<file path="config.mk">
export PLATFORM = sky130hd
export DESIGN_NAME = r2fft_ctrl
export DESIGN_NICKNAME = d
export VERILOG_FILES = /design/src/design/r2fft_pkg.sv /design/src/design/r2fft_ctrl.sv
export SDC_FILE = /design/constraint.sdc
export NUM_CORES = 1
export LEC_CHECK = 0
export BUFFER_PORTS_ARGS = -buffer_cell sky130_fd_sc_hd__buf_2
export CAP_MARGIN = 15
export CORE_MARGIN = 5
export CORE_UTILIZATION = 53
export CTS_CLUSTER_SIZE = 10
export DETAILED_ROUTE_END_ITERATION = 6
export PLACE_DENSITY = 0.79
export REMOVE_ABC_BUFFERS = 1
export SLEW_MARGIN = 20
export SYNTH_ARGS = -nofsm -noshare
export SYNTH_HDL_FRONTEND = slang
export SYNTH_SLANG_ARGS = --single-unit
</file>
<file path="constraint.sdc">
create_clock -name aclk -period 4.01 [get_ports aclk]
set_input_delay 0.2005 -clock aclk [delete_from_list [all_inputs] [get_ports aclk]]
set_output_delay 0.2005 -clock aclk [all_outputs]
set_load 0.05 [all_outputs]
</file>
<file path="src/design/r2fft_pkg.sv">
// Shared constants, types and the twiddle table of the radix-2 FFT block.
package r2fft_pkg;

    localparam int MAX_LOG2_SIZE = 10;
    localparam int SAMPLE_BITS   = 16;
    localparam int TWIDDLE_BITS  = 16;
    localparam int STORE_BITS    = SAMPLE_BITS + MAX_LOG2_SIZE + 1;
    localparam int FRAC_BITS     = TWIDDLE_BITS - 1;
    localparam int ADDR_W        = MAX_LOG2_SIZE;
    localparam int MAX_POINTS    = 1 << MAX_LOG2_SIZE;
    localparam int ROM_DEPTH     = MAX_POINTS >> 1;
    localparam int ROM_AW        = MAX_LOG2_SIZE - 1;
    localparam int LOG2_W        = 4;
    localparam int SQ_W          = 2 * STORE_BITS - 1;
    localparam int RAD_W         = 2 * STORE_BITS;
    localparam int MAG_W         = STORE_BITS - 1;

    localparam logic [1:0] CMD_WRITE = 2'd0;
    localparam logic [1:0] CMD_RUN   = 2'd1;
    localparam logic [1:0] CMD_READ  = 2'd2;

    localparam logic RES_DONE = 1'b0;
    localparam logic RES_BIN  = 1'b1;

    typedef enum logic [1:0] {
        WSEL_SAMPLE,
        WSEL_BF_A,
        WSEL_BF_B
    } r2fft_wsel_t;

    typedef enum logic [3:0] {
        ST_IDLE,
        ST_BF_READ,
        ST_BF_MUL,
        ST_BF_ROUND,
        ST_BF_WRA,
        ST_BF_WRB,
        ST_RD_SQ,
        ST_RD_START,
        ST_RD_ROOT,
        ST_DONE
    } r2fft_state_t;

    typedef struct packed {
        logic              mem_rd;
        logic [ADDR_W-1:0] addr_a;
        logic [ADDR_W-1:0] addr_b;
        logic [ROM_AW-1:0] tw_idx;
        logic              tw_bypass;
        logic              mem_wr;
        r2fft_wsel_t       wsel;
        logic [ADDR_W-1:0] waddr;
        logic              mul_en;
        logic              rnd_en;
        logic              idx_load;
        logic              sq_en;
        logic              root_start;
        logic              out_load;
        logic              out_kind;
    } r2fft_cmd_t;

    typedef struct packed {
        logic out_free;
        logic root_busy;
    } r2fft_stat_t;

    typedef logic [ROM_DEPTH-1:0][2*TWIDDLE_BITS-1:0] r2fft_rom_t;

    localparam logic [63:0] Q62_ONE     = 64'd1 << 62;
    localparam logic [63:0] Q62_HALF_PI = 64'h6487ED5110B4611A;

    function automatic logic [63:0] q62_mul(input logic [63:0] a, input logic [63:0] b);
        logic [127:0] prod;
        prod = {64'd0, a} * {64'd0, b};
        return prod[125:62];
    endfunction

    // cos in the upper half, sin in the lower half, Q62
    function automatic logic [127:0] q62_cos_sin(input logic [63:0] x);
        logic [63:0] x2, tc, ts, sc, ss;
        x2 = q62_mul(x, x);
        tc = Q62_ONE;
        ts = x;
        sc = Q62_ONE;
        ss = x;
        for (int n = 1; n <= 15; n++) begin
            tc = q62_mul(tc, x2) / 64'((2 * n - 1) * (2 * n));
            ts = q62_mul(ts, x2) / 64'((2 * n) * (2 * n + 1));
            if (n % 2 == 1) begin
                sc = sc - tc;
                ss = ss - ts;
            end else begin
                sc = sc + tc;
                ss = ss + ts;
            end
        end
        if (sc[63]) sc = 64'd0;
        if (ss[63]) ss = 64'd0;
        return {sc, ss};
    endfunction

    function automatic logic [TWIDDLE_BITS-1:0] q62_to_twiddle(input logic [63:0] v);
        logic [63:0] r, lim;
        r   = (v + (64'd1 << (62 - FRAC_BITS - 1))) >> (62 - FRAC_BITS);
        lim = (64'd1 << FRAC_BITS) - 64'd1;
        if (r > lim) r = lim;
        return r[TWIDDLE_BITS-1:0];
    endfunction

    // each entry is {cos, sin}, both signed Q1.15
    function automatic r2fft_rom_t build_twiddle_rom();
        r2fft_rom_t rom;
        logic [63:0] a4, r, x;
        logic [127:0] cs;
        logic second;
        for (int i = 0; i < ROM_DEPTH; i++) begin
            a4 = 64'(4 * i);
            second = a4 > 64'(MAX_POINTS);
            r = second ? a4 - 64'(MAX_POINTS) : a4;
            x = (Q62_HALF_PI >> MAX_LOG2_SIZE) * r
                + (((Q62_HALF_PI & 64'(MAX_POINTS - 1)) * r) >> MAX_LOG2_SIZE);
            cs = q62_cos_sin(x);
            if (second) begin
                rom[i] = {-q62_to_twiddle(cs[63:0]), q62_to_twiddle(cs[127:64])};
            end else begin
                rom[i] = {q62_to_twiddle(cs[127:64]), q62_to_twiddle(cs[63:0])};
            end
        end
        return rom;
    endfunction

    localparam r2fft_rom_t TWIDDLE_ROM = build_twiddle_rom();

endpackage

</file>
<file path="src/design/r2fft_ctrl.sv">
// Controller: command decode, size register and butterfly sequencing.
module r2fft_ctrl (
    input  logic                              aclk,
    input  logic                              aresetn,
    input  logic                              s_valid,
    output logic                              s_ready,
    input  logic [1:0]                        s_command,
    input  logic [r2fft_pkg::ADDR_W-1:0]      s_point_index,
    input  logic                              cfg_wr_en,
    input  logic [r2fft_pkg::LOG2_W-1:0]      cfg_wr_data,
    input  r2fft_pkg::r2fft_stat_t            stat,
    output r2fft_pkg::r2fft_cmd_t             cmd
);

    localparam int AW = r2fft_pkg::ADDR_W;
    localparam int LW = r2fft_pkg::LOG2_W;

    r2fft_pkg::r2fft_state_t state_reg, state_next;
    logic [LW-1:0]   log2_reg, log2_next;
    logic [LW-1:0]   stage_reg, stage_next;
    logic [AW-2:0]   bf_reg, bf_next;
    logic            tv_reg, tv_next;
    logic            kind_reg, kind_next;

    logic [AW-1:0]   n_mask, idx_m, rev_full, rev, half_mask, bf_ext, j_idx;
    logic [AW-1:0]   addr_a_bf, addr_b_bf, tw_full;
    logic [AW-2:0]   bf_last_val;
    logic            in_bf;

    assign n_mask      = AW'(((AW + 1)'(1) << log2_reg) - (AW + 1)'(1));
    assign idx_m       = s_point_index & n_mask;
    assign bf_last_val = (AW - 1)'((AW'(1) << (log2_reg - LW'(1))) - AW'(1));

    always_comb begin
        for (int i = 0; i < AW; i++) begin
            rev_full[i] = idx_m[AW-1-i];
        end
    end
    assign rev = rev_full >> (LW'(r2fft_pkg::MAX_LOG2_SIZE) - log2_reg);

    // butterfly addresses from stage and butterfly count
    assign half_mask = (AW'(1) << (stage_reg - LW'(1))) - AW'(1);
    assign bf_ext    = {1'b0, bf_reg};
    assign j_idx     = bf_ext & half_mask;
    assign addr_a_bf = ((bf_ext & ~half_mask) << 1) | j_idx;
    assign addr_b_bf = addr_a_bf | (half_mask + AW'(1));
    assign tw_full   = j_idx << (LW'(r2fft_pkg::MAX_LOG2_SIZE) - stage_reg);

    always_ff @(posedge aclk) begin
        if (!aresetn) begin
            state_reg <= r2fft_pkg::ST_IDLE;
            log2_reg  <= LW'(r2fft_pkg::MAX_LOG2_SIZE);
            stage_reg <= LW'(1);
            bf_reg    <= '0;
            tv_reg    <= 1'b0;
            kind_reg  <= r2fft_pkg::RES_DONE;
        end else begin
            state_reg <= state_next;
            log2_reg  <= log2_next;
            stage_reg <= stage_next;
            bf_reg    <= bf_next;
            tv_reg    <= tv_next;
            kind_reg  <= kind_next;
        end
    end

    always_comb begin
        state_next = state_reg;
        log2_next  = log2_reg;
        stage_next = stage_reg;
        bf_next    = bf_reg;
        tv_next    = tv_reg;
        kind_next  = kind_reg;
        s_ready    = 1'b0;

        cmd            = '0;
        cmd.wsel       = r2fft_pkg::WSEL_SAMPLE;
        cmd.addr_a     = addr_a_bf;
        cmd.addr_b     = addr_b_bf;
        cmd.tw_idx     = tw_full[AW-2:0];
        cmd.tw_bypass  = (j_idx == '0);
        cmd.waddr      = addr_a_bf;
        cmd.out_kind   = kind_reg;

        // size register: clamp into the supported range, drop a finished transform
        if (cfg_wr_en) begin
            priority if (cfg_wr_data == '0) begin
                log2_next = LW'(1);
            end else if (cfg_wr_data > LW'(r2fft_pkg::MAX_LOG2_SIZE)) begin
                log2_next = LW'(r2fft_pkg::MAX_LOG2_SIZE);
            end else begin
                log2_next = cfg_wr_data;
            end
            tv_next = 1'b0;
        end

        unique case (state_reg)
            r2fft_pkg::ST_IDLE: begin
                s_ready = 1'b1;
                if (s_valid) begin
                    unique case (s_command)
                        r2fft_pkg::CMD_WRITE: begin
                            cmd.mem_wr = 1'b1;
                            cmd.wsel   = r2fft_pkg::WSEL_SAMPLE;
                            cmd.waddr  = rev;
                            tv_next    = 1'b0;
                        end
                        r2fft_pkg::CMD_RUN: begin
                            kind_next = r2fft_pkg::RES_DONE;
                            if (tv_reg) begin
                                state_next = r2fft_pkg::ST_DONE;
                            end else begin
                                stage_next = LW'(1);
                                bf_next    = '0;
                                state_next = r2fft_pkg::ST_BF_READ;
                            end
                        end
                        r2fft_pkg::CMD_READ: begin
                            cmd.mem_rd   = 1'b1;
                            cmd.addr_a   = idx_m;
                            cmd.idx_load = 1'b1;
                            kind_next    = r2fft_pkg::RES_BIN;
                            state_next   = r2fft_pkg::ST_RD_SQ;
                        end
                        default: begin
                        end
                    endcase
                end
            end
            r2fft_pkg::ST_BF_READ: begin
                cmd.mem_rd = 1'b1;
                state_next = r2fft_pkg::ST_BF_MUL;
            end
            r2fft_pkg::ST_BF_MUL: begin
                cmd.mul_en = 1'b1;
                state_next = r2fft_pkg::ST_BF_ROUND;
            end
            r2fft_pkg::ST_BF_ROUND: begin
                cmd.rnd_en = 1'b1;
                state_next = r2fft_pkg::ST_BF_WRA;
            end
            r2fft_pkg::ST_BF_WRA: begin
                cmd.mem_wr = 1'b1;
                cmd.wsel   = r2fft_pkg::WSEL_BF_A;
                cmd.waddr  = addr_a_bf;
                state_next = r2fft_pkg::ST_BF_WRB;
            end
            r2fft_pkg::ST_BF_WRB: begin
                cmd.mem_wr = 1'b1;
                cmd.wsel   = r2fft_pkg::WSEL_BF_B;
                cmd.waddr  = addr_b_bf;
                if (bf_reg == bf_last_val) begin
                    bf_next = '0;
                    if (stage_reg == log2_reg) begin
                        tv_next    = 1'b1;
                        state_next = r2fft_pkg::ST_DONE;
                    end else begin
                        stage_next = stage_reg + LW'(1);
                        state_next = r2fft_pkg::ST_BF_READ;
                    end
                end else begin
                    bf_next    = bf_reg + (AW - 1)'(1);
                    state_next = r2fft_pkg::ST_BF_READ;
                end
            end
            r2fft_pkg::ST_RD_SQ: begin
                cmd.sq_en  = 1'b1;
                state_next = r2fft_pkg::ST_RD_START;
            end
            r2fft_pkg::ST_RD_START: begin
                cmd.root_start = 1'b1;
                state_next     = r2fft_pkg::ST_RD_ROOT;
            end
            r2fft_pkg::ST_RD_ROOT: begin
                if (!stat.root_busy) begin
                    state_next = r2fft_pkg::ST_DONE;
                end
            end
            r2fft_pkg::ST_DONE: begin
                if (stat.out_free) begin
                    cmd.out_load = 1'b1;
                    state_next   = r2fft_pkg::ST_IDLE;
                end
            end
        endcase
    end

    assign in_bf = (state_reg == r2fft_pkg::ST_BF_READ) || (state_reg == r2fft_pkg::ST_BF_MUL)
                || (state_reg == r2fft_pkg::ST_BF_ROUND) || (state_reg == r2fft_pkg::ST_BF_WRA)
                || (state_reg == r2fft_pkg::ST_BF_WRB);

    a_bf_pair_distinct: assert property (@(posedge aclk) disable iff (!aresetn)
        in_bf |-> (addr_a_bf != addr_b_bf))
        else $error("butterfly pair addresses coincide");

    a_stage_in_range: assert property (@(posedge aclk) disable iff (!aresetn)
        in_bf |-> (stage_reg >= LW'(1) && stage_reg <= log2_reg))
        else $error("stage count outside transform length");

    a_load_when_free: assert property (@(posedge aclk) disable iff (!aresetn)
        cmd.out_load |-> stat.out_free)
        else $error("result register overwritten while occupied");

    a_root_start_idle: assert property (@(posedge aclk) disable iff (!aresetn)
        cmd.root_start |-> !stat.root_busy)
        else $error("square root started while busy");

endmodule

</file>
==> impl_metrics.yaml, run 1 <==
power_and_ir_drop:
  vdd_drop_max_mv: 0.149
  p_leak_nw: 2.03
  pwr_density_cell_nw_per_um2: 155
worst_setup_path:
  crit_type: "flop to primary output"
  crit_end: "cmd[15]"
  reg2reg_depth: 14
  cp-start-kind: "flop"
  worst-endpoint-arrival_ns: 3.65
  endpoint_kind: "primary output"
  worstReg2RegEnd: "bf_reg[8]"
  r2r-start: "log2_reg[0]"
  cp_data_required_time_ns: 3.81
  crit_start: "stage_reg[3]"
  worstPathMaxFanout: 8
  rrSetupSlack_ns: 0.30
cts:
  cts-root-buf: "clkbuf_8"
  path_clk_slew_ns: 0.09
  cts_setup_buffers: 0
  clkSinkCount: 23
  cts_tree: "built"
  htreeDepth: 1
  cts_hold_buf: 0
  clock_insertion_delay_worst_skew_ns: 0.27
  clk_path_buf_depth: 2
  numCtsBuffers: 3
placed_design:
  place_congestion: 0.979
  placed_area_um2: 4790
  dpl.cell_count: 803
  hpwl_um: 11400
  io_buffers: 73
synth:
  synthArstFlopShare: 0
  syn_area_per_cell_um2: 6.63
  synth-xor-area-share: 0.0604
  synth-edff-count: 0
  netlist_instances: 657
  syn_area_um2: 4350
  ys_ff_latch: 23
  synth_compound_area_frac: 0.316
  yosysWarnings: 0
  synth-simple-area-share: 0.323
  yosysTopAreaCellShare: 0.106
  synth_cell_type_count: 77
  ys_seq_area_frac: 0.106
  synth_fa_ha_area_frac: 0.0575
  synth_mux_area_frac: 0.0552
  synth_top_family_by_area: "simple AND/OR/NAND/NOR gates"
  synthFlopType: "dfxtp_1"
  yosysMostFrequentCell: "nand2_1"
  synth_commonest_cells: "nand2_1, nor2_1, a21oi_1, o21ai_0, clkbuf_1"
  yosysTopAreaCell: "dfxtp_1"
  synth.area.top_cells: "dfxtp_1, nand2_1, ha_1, nor2_1, a21oi_1"
floorplanning:
  io_pins: 74
  die_width_um: 101
  rows: 33
  initial_utilization: 0.538
  coreArea_um2: 8090
  die_h_um: 101
  die_area_um2: 10100
layout:
  largest_reg_flops: 9
  final_area_um2: 4850
  nets: 745
  n_antenna_cell: 0
  drive_gt1_frac: 0.177
  layoutNonFillerInstCount: 807
  area_growth_syn_to_layout_pct: 11.5
timing:
  fin_worst_skew_ns: 0.0124
  worst_pin_slew_ns: 0.824
  period_share: 0.960
  timing.fmax_ghz: 0.260
  fin_crit_ns: 3.85
  hold_viol_final: 0
  setup_viol_count_final: 0
  rsz0062_at_grt: "false"
  drv_slew: 0
  relSlewSlack: 0.449
routing:
  postRouteAntennaNets: 0
  firstDrtPassIters: 6
  drt-total-wl_um: 14700
  route.detailed.drc: 0
  routedWlPerCell_um: 18.2
  avgViaCountPerCell: 6.67
  num_vias: 5385
  drt_iter0_markers: 513
global_routing:
  grt_max_degree: 26
  grtUsageTotal: 0.274
  overflow: 0
  grt_pass1_wl_um: 22800
  grt_pass1_vias: 4791
  antenna_found_initial: 0
min_path:
  hp-class: "input port to flop"
outcome:
  run_status: "complete, no violations"
job:
  cap_violations: 0
## routing by layer
| metal | part of all wire | up-vias | wire length [um] | global-route usage |
|---|---|---|---|---|
| met5 | 0 | - | 0 | 0 |
| li1 | - | 2509 | - | - |
| met1 | 0.39 | 2488 | 5740 | 0.354 |
| met3 | 0.096 | 56 | 1420 | 0.0415 |
| met2 | 0.47 | 332 | 6970 | 0.459 |
| met4 | 0.038 | 0 | 564 | 0.104 |
## layout make-up
class                   count  area [um2]
multi-input cells         546        3540
clock buffers               4        45.0
flip-flops and latches     23         460
well taps                 105         131
fillers                   787        3240
inverters                  31         116
repair buffers             98         556
## how the worst min path moves through the flow
stage                   start  slack [ns]     endpoint  cells past startpoint
5_1_grt        cfg_wr_data[0]        0.21  log2_reg[0]                      3
3_5_place_dp   cfg_wr_data[0]        0.46  log2_reg[0]                      3
3_3_place_gp   cfg_wr_data[0]        0.47  log2_reg[0]                      3
4_1_cts        cfg_wr_data[0]        0.19  log2_reg[0]                      3
2_1_floorplan         aresetn        0.26  log2_reg[1]                      1
6_report       cfg_wr_data[0]        0.18  log2_reg[0]                      3
## what timing repair did
action | in CTS | in global routing
cloned | 0 | 0
endpoints found under the setup margin | 1 | 11
gates resized for setup | 1 | 6
## power by group
part	internal, mW	switching [mW]
sequential	0.233	0.00905
combinational	0.118	0.242
clock	0.0711	0.0799
total	0.422	0.331
## critical path: stages (launching register included)
cell and delay, ns:
dfxtp_1 0.55, or4b_1 0.50, nor2_1 0.15, a21o_1 0.13, nand2_1 0.12, ha_2 0.26, inv_1 0.12, nand4_1 0.13
a21boi_0 0.44, nand4_1 0.17, a2bb2oi_1 0.20, a221o_1 0.38, buf_2 0.22
## per-stage QoR
stage / setup slack [ns] / hold WS, ns / TNS [ns] / power [mW] / util
after global placement: 0.386 / 0.468 / 0 / 0.591 / 0.592
after detailed placement: 0.274 / 0.464 / 0 / 0.597 / 0.592
final: 0.160 / 0.180 / 0 / 0.752 / 0.600
after global routing: 0.0162 / 0.215 / 0 / 0.788 / 0.600
after floorplan: -1.63 / 0.262 / -13.12 / 0.496 / -
after CTS: 0.00982 / 0.189 / 0 / 0.745 / 0.598
## logic make-up after synthesis
logic type,count (synthesis)
AO/OA/AOI/OAI,201
XOR/XNOR,30
adder cells (fa/ha/maj),20
buffers and inverters,88
flip-flops,23
multiplexers,20
AND/OR/NAND/NOR,275
## placed cells by master, fill, tap and decap left out, drive strengths merged, types with 4 or more instances in the layout
cell type  instances
xnor2             23
nor2              65
nor4               7
o221ai             4
a21oi             43
and2               6
a31oi             16
o21a               6
ha                20
nor3b              5
o31ai              9
buf               98
o22ai              7
nand2             75
and3               6
nor2b             13
nor3              19
or2                5
xor2               7
dfxtp             23
nand4             17
o211ai             9
a22oi              4
o2111ai            4
a21boi             9
nand3b             5
o311ai             4
a211oi             8
nand2b             9
clkbuf             4
mux2i             15
nand3             25
o21ai             44
inv               28
Note: power is estimated with default switching activity, not from simulation.
==> inputs of run 2 (changes only) <==
--- a/config.mk
+++ b/config.mk
@@ -13,6 +13,7 @@
 export DETAILED_ROUTE_END_ITERATION = 6
 export PLACE_DENSITY = 0.79
 export REMOVE_ABC_BUFFERS = 1
+export SKIP_CTS_REPAIR_TIMING = 1
 export SLEW_MARGIN = 20
 export SYNTH_ARGS = -nofsm -noshare
 export SYNTH_HDL_FRONTEND = slang
==> constraint.sdc (replaced) <==
create_clock -name aclk -period 4.01 [get_ports aclk]
set_input_delay 0.6015 -clock aclk [delete_from_list [all_inputs] [get_ports aclk]]
set_output_delay 0.6015 -clock aclk [all_outputs]
set_load 0.05 [all_outputs]
==> run 2 against run 1 <==
  * Worst setup slack got worse by 0.15 ns
  * Power grew 1.7%
  * Worst hold slack better by 0.35 ns
  * Critical path depth down 1
  * Non-clock buffer count up 25
  * First-iteration DRC count up 21%
  * Sequential share of layout area down 0.53 points
  * Final cell count up 3.1%
  * Largest cell class unchanged
  * Highest routed layer unchanged
==> impl_metrics.yaml, run 2 (synthesis gave the netlist of run 1 again) <==
timing:
  rsz0062_at_grt: "true"
  timing.fmax_ghz: 0.250
  hold_viol_final: 0
  holdWs_ns: 0.534
  setup_viol_count_final: 0
  period_share: 0.997
  drv_slew: 0
  fin_crit_ns: 4.00
  worst_pin_slew_ns: 0.818
  fin_worst_skew_ns: 0.00423
  relSlewSlack: 0.453
global_routing:
  grt_pass1_wl_um: 24100
  antenna_found_initial: 0
  grtUsageTotal: 0.288
  grt_pass1_vias: 4924
  grt_max_degree: 31
  overflow: 0
cts:
  path_clk_slew_ns: 0.09
  clk_path_buf_depth: 2
  numCtsBuffers: 3
  htreeDepth: 1
  cts-root-buf: "clkbuf_8"
  cts_tree: "built"
  clock_insertion_delay_worst_skew_ns: 0.28
  clkSinkCount: 23
routing:
  drt-total-wl_um: 15300
  routedWlPerCell_um: 18.4
  avgViaCountPerCell: 6.52
  route.detailed.drc: 0
  postRouteAntennaNets: 0
  firstDrtPassIters: 7
  num_vias: 5423
  drt_iter0_markers: 623
layout:
  n_antenna_cell: 0
  area_growth_syn_to_layout_pct: 19.7
  mostFrequentLayoutCell: "nand2_1"
  layoutNonFillerInstCount: 832
  final_area_um2: 5210
  layout_common_cells: "nand2_1, buf_2, nor2_1"
  drive_gt1_frac: 0.241
  nets: 770
  largest_reg_flops: 9
worst_setup_path:
  cp_cell_sequence: "buf_4 -> ha_1 -> buf_4 -> and3_1 -> a31oi_1 -> mux2i_4 -> a211oi_2 -> nand3_1 -> mux2_2 -> o221ai_2 -> buf_6"
  slowest_stage: "a31oi_1"
  cp-start-kind: "flop"
  cp_data_required_time_ns: 3.41
  worst-endpoint-arrival_ns: 3.40
  worstPathMaxFanout: 20
  endpoint_kind: "primary output"
  cp_slowest_stage_delay_ns: 0.53
  crit_type: "flop to primary output"
  crit_path_frequent_cell: "buf_4"
floorplanning:
  io_pins: 74
  rows: 33
  die_width_um: 101
  initial_utilization: 0.538
  coreArea_um2: 8090
  die_h_um: 101
  die_area_um2: 10100
outcome:
  run_status: "complete, no violations"
placed_design:
  io_buffers: 73
  dpl.cell_count: 820
  place_congestion: 1.01
  hpwl_um: 11800
  placed_area_um2: 4920
power_and_ir_drop:
  p_leak_nw: 2.17
  clkPwrFrac: 0.201
  p_seq_frac: 0.320
  p_sw_frac: 0.441
  vdd_drop_max_mv: 0.147
  pwr_density_cell_nw_per_um2: 147
  intPower_mw: 0.428
  netSwitchingPower_mw: 0.338
  p_comb_frac: 0.479
min_path:
  hp-class: "flop to flop"
job:
  cap_violations: 0
run 2: cell count changes in the layout (fill, tap and decap cells not counted), sizes merged:
cell      change
buf          +24
clkinvlp      +1
run 2: power groups by stage:
stage	clock network, mW	registers [mW]	logic (mW)
after floorplan	0	0.256	0.240
after CTS	0.154	0.245	0.349
final	0.154	0.245	0.366
after global placement	0	0.250	0.345
after detailed placement	0	0.250	0.348
after global routing	0.166	0.246	0.392
run 2: through the flow:
stage	TNS, ns	setup slack [ns]	utilization	power [mW]
after floorplan	-26.02	-2.03	-	0.496
after global placement	0	0.0695	0.608	0.595
after detailed placement	-0.0493	-0.0493	0.608	0.598
after CTS	-2.40	-0.385	0.614	0.748
after global routing	-0.603	-0.102	0.644	0.804
final	0	0.0123	0.644	0.765
run 2: final timing paths:
path	slack [ns]	to	from	depth (start not counted)
worst min register to register	0.53	kind_reg	kind_reg	2
worst max register to register	0.47	bf_reg[7]	log2_reg[0]	15
worst min-delay path	0.53	kind_reg	kind_reg	2
worst max-delay path	0.01	cmd[16]	stage_reg[0]	11
run 2: routing by layer:
layer  wire (um)  global-route usage  up-vias
met5           0                   0        -
met4         461              0.0819        0
met3        1240              0.0388       45
met2        7460               0.486      278
met1        6130               0.384     2555
li1            -                   -     2545
run 2: critical path: cells and delay by family (launching register included):
kind	cells	cell delay (ns)
compound gates	3	0.82
fa+ha+maj	1	0.28
buf+inv	3	0.61
flops	1	0.36
mux	2	0.72
simple gates	2	0.32
run 2: layout make-up:
type                    instances  area, um2
multi-input cells             546       3670
fillers                       762       2880
repair buffers                123        776
flip-flops and latches         23        467
well taps                     105        131
inverters                      31        116
clock buffers                   3       41.3
clock inverters                 1       7.51
==> inputs of run 3 (changes only) <==
--- a/config.mk
+++ b/config.mk
@@ -5,6 +5,7 @@
 export SDC_FILE = /design/constraint.sdc
 export NUM_CORES = 1
 export LEC_CHECK = 0
+export ABC_AREA = 1
 export BUFFER_PORTS_ARGS = -buffer_cell sky130_fd_sc_hd__buf_2
 export CAP_MARGIN = 15
 export CORE_MARGIN = 5
==> run 3 against run 2 <==
  * Combinational power rose to 7.1 times the previous value
  * First-iteration DRC count down 31%
  * Die area fell by 4.5%
  * Final cell count up 12%
  * Critical path depth rose by 4
  * Largest cell class unchanged
  * Highest routed layer unchanged
==> impl_metrics.yaml, run 3 <==
global_routing:
  overflow: 0
  met1_usage: 0.372
  grt_pass1_wl_um: 21800
  met2_usage: 0.418
  top_usage_layer: "met2"
  grt_pass1_vias: 4724
  grt_max_degree: 19
  antenna_found_initial: 0
  grtUsageTotal: 0.267
  grt_util_met3: 0.0457
power_and_ir_drop:
  p_leak_nw: 2.45
  vdd_drop_max_mv: 0.502
  pwr_density_cell_nw_per_um2: 648
  total_power_mw: 3.06
synth:
  yosysWarnings: 0
  synthFlopType: "dfxtp_1"
  ys_ff_latch: 23
  synthArstFlopShare: 0
  yosysTopAreaCellShare: 0.203
  synth_commonest_cells: "nand2_1, inv_1, nor2_1"
  ys_seq_area_frac: 0.111
  synth.area.top_cells: "nand2_1, dfxtp_1, inv_1, nand3_1, nor2_1"
  netlist_instances: 752
  synth_cell_type_count: 45
  yosysTopAreaCell: "nand2_1"
  syn_area_um2: 4140
  synth-edff-count: 0
  yosysMostFrequentCell: "nand2_1"
  syn_area_per_cell_um2: 5.50
timing:
  finalSetupTns_ns: 0
  fin_worst_skew_ns: 0.00589
  drv_slew: 0
  period_share: 0.960
  setup_viol_count_final: 0
  relSlewSlack: 0.583
  hold_viol_final: 0
  fin_crit_ns: 3.85
  worst_pin_slew_ns: 0.624
  timing.fmax_ghz: 0.260
  rsz0062_at_grt: "true"
min_path:
  hp-class: "flop to flop"
  holdPathStages: 2
  hold_start: "kind_reg"
  hold_path_end: "kind_reg"
routing:
  route.detailed.drc: 0
  avgViaCountPerCell: 5.57
  drt_iter0_markers: 427
  firstDrtPassIters: 5
  routedWlPerCell_um: 14.4
  drt-total-wl_um: 13300
  postRouteAntennaNets: 0
  num_vias: 5172
placed_design:
  place_congestion: 0.980
  io_buffers: 73
  placed_area_um2: 4590
  dpl.cell_count: 918
  hpwl_um: 10900
cts:
  clock_insertion_delay_worst_skew_ns: 0.28
  cts_tree: "built"
  path_clk_slew_ns: 0.10
  clk_path_buf_depth: 2
  cts-root-buf: "clkbuf_8"
  numCtsBuffers: 3
  htreeDepth: 1
  clkSinkCount: 23
worst_setup_path:
  cp_data_required_time_ns: 3.41
  cp_slowest_stage_delay_ns: 0.49
  slowest_stage: "dfxtp_1"
  crit_type: "flop to primary output"
  r2r-start: "log2_reg[0]"
  crit_cells: 15
  worstReg2RegEnd: "bf_reg[3]"
  cp-start-kind: "flop"
  crit_family: "simple AND/OR/NAND/NOR gates"
  cp_cell_sequence: "inv_2 -> nand3_4 -> xor2_4 -> nand2_1 -> ha_1 -> nand2_1 -> nand3_1 -> nand2_2 -> nand2_2 -> o21ai_2 -> inv_1 -> o21ai_1 -> nand2_1 -> o221ai_1 -> buf_4"
  rrSetupSlack_ns: 0.75
  worst-endpoint-arrival_ns: 3.25
  reg2reg_depth: 16
  endpoint_kind: "primary output"
  cp_num_buf_inv: 3
  crit_path_frequent_cell: "nand2_1"
  worstPathMaxFanout: 12
layout:
  final_area_um2: 4720
  fill_cells: 772
  multi_input_area_um2: 3150
  layout_common_cells: "nand2_1, inv_1, nor2_1"
  largest_reg_flops: 9
  mostFrequentLayoutCell: "nand2_1"
  layoutNonFillerInstCount: 928
  area_growth_syn_to_layout_pct: 14.2
  seq_area_um2: 462
  fin_util: 0.618
  n_antenna_cell: 0
  drive_gt1_frac: 0.180
  nets: 869
floorplanning:
  die_h_um: 98.4
  coreArea_um2: 7650
  io_pins: 74
  initial_utilization: 0.541
  rows: 32
  die_area_um2: 9670
  die_width_um: 98.4
job:
  cap_violations: 0
outcome:
  run_status: "complete, no violations"
## run 3: power by group
| group | leakage (nW) | switching, mW | internal (mW) |
|---|---|---|---|
| clock network | 0.0217 | 0.0919 | 0.0707 |
| registers | 0.188 | 0.0478 | 0.264 |
| logic | 2.24 | 1.91 | 0.677 |
| total | 2.45 | 2.05 | 1.01 |
## run 3: per-layer routing
metal	vias to the layer above	share of wire	routed length (um)
li1	2572	-	-
met1	2320	0.44	5870
met2	249	0.44	5850
met3	31	0.094	1250
met4	0	0.027	365
met5	-	0	0
## run 3: cells by family (layout without fill, tap and decap cells)
group | count (synthesis) | in the layout | share of synthesized area
XOR/XNOR | 19 | 19 | 0.0538
AND/OR/NAND/NOR | 447 | 447 | 0.490
flip-flops | 23 | 23 | 0.111
buffers and inverters | 133 | 207 | 0.131
AO/OA/AOI/OAI | 110 | 110 | 0.153
adder cells (fa/ha/maj) | 20 | 20 | 0.0605
## run 3: final cells by class
cell class / count / share of cell area
multi-input cells: 596 / 0.667
repair buffers: 86 / 0.104
flip-flops and latches: 23 / 0.0977
inverters: 117 / 0.0945
well taps: 102 / 0.0270
clock buffers: 3 / 0.00874
clock inverters: 1 / 0.00159
## run 3: worst register-to-register path, delay by kind of cell, from the launching register on
family | cells | cell delay (ns)
AND/OR/NAND/NOR | 11 | 1.52
adder cells (fa/ha/maj) | 2 | 0.64
flip-flops | 1 | 0.47
buffers and inverters | 2 | 0.36
XOR/XNOR | 1 | 0.16
## run 3: metrics by stage
stage	hold WS [ns]	setup slack (ns)
after floorplan	0.484	-0.428
after detailed placement	0.465	0.145
after CTS	0.480	-0.174
final	0.478	0.159
after global placement	0.453	0.214
after global routing	0.529	-0.0232
## run 3: worst max path at each step
stage	slack, ns	from	end
finish	0.16	stage_reg[2]	cmd[11]
global route	-0.02	stage_reg[1]	cmd[11]
CTS	-0.17	stage_reg[1]	cmd[11]
detailed placement	0.15	stage_reg[1]	cmd[11]
global placement	0.21	stage_reg[1]	cmd[11]
floorplan	-0.43	stage_reg[0]	cmd[11]
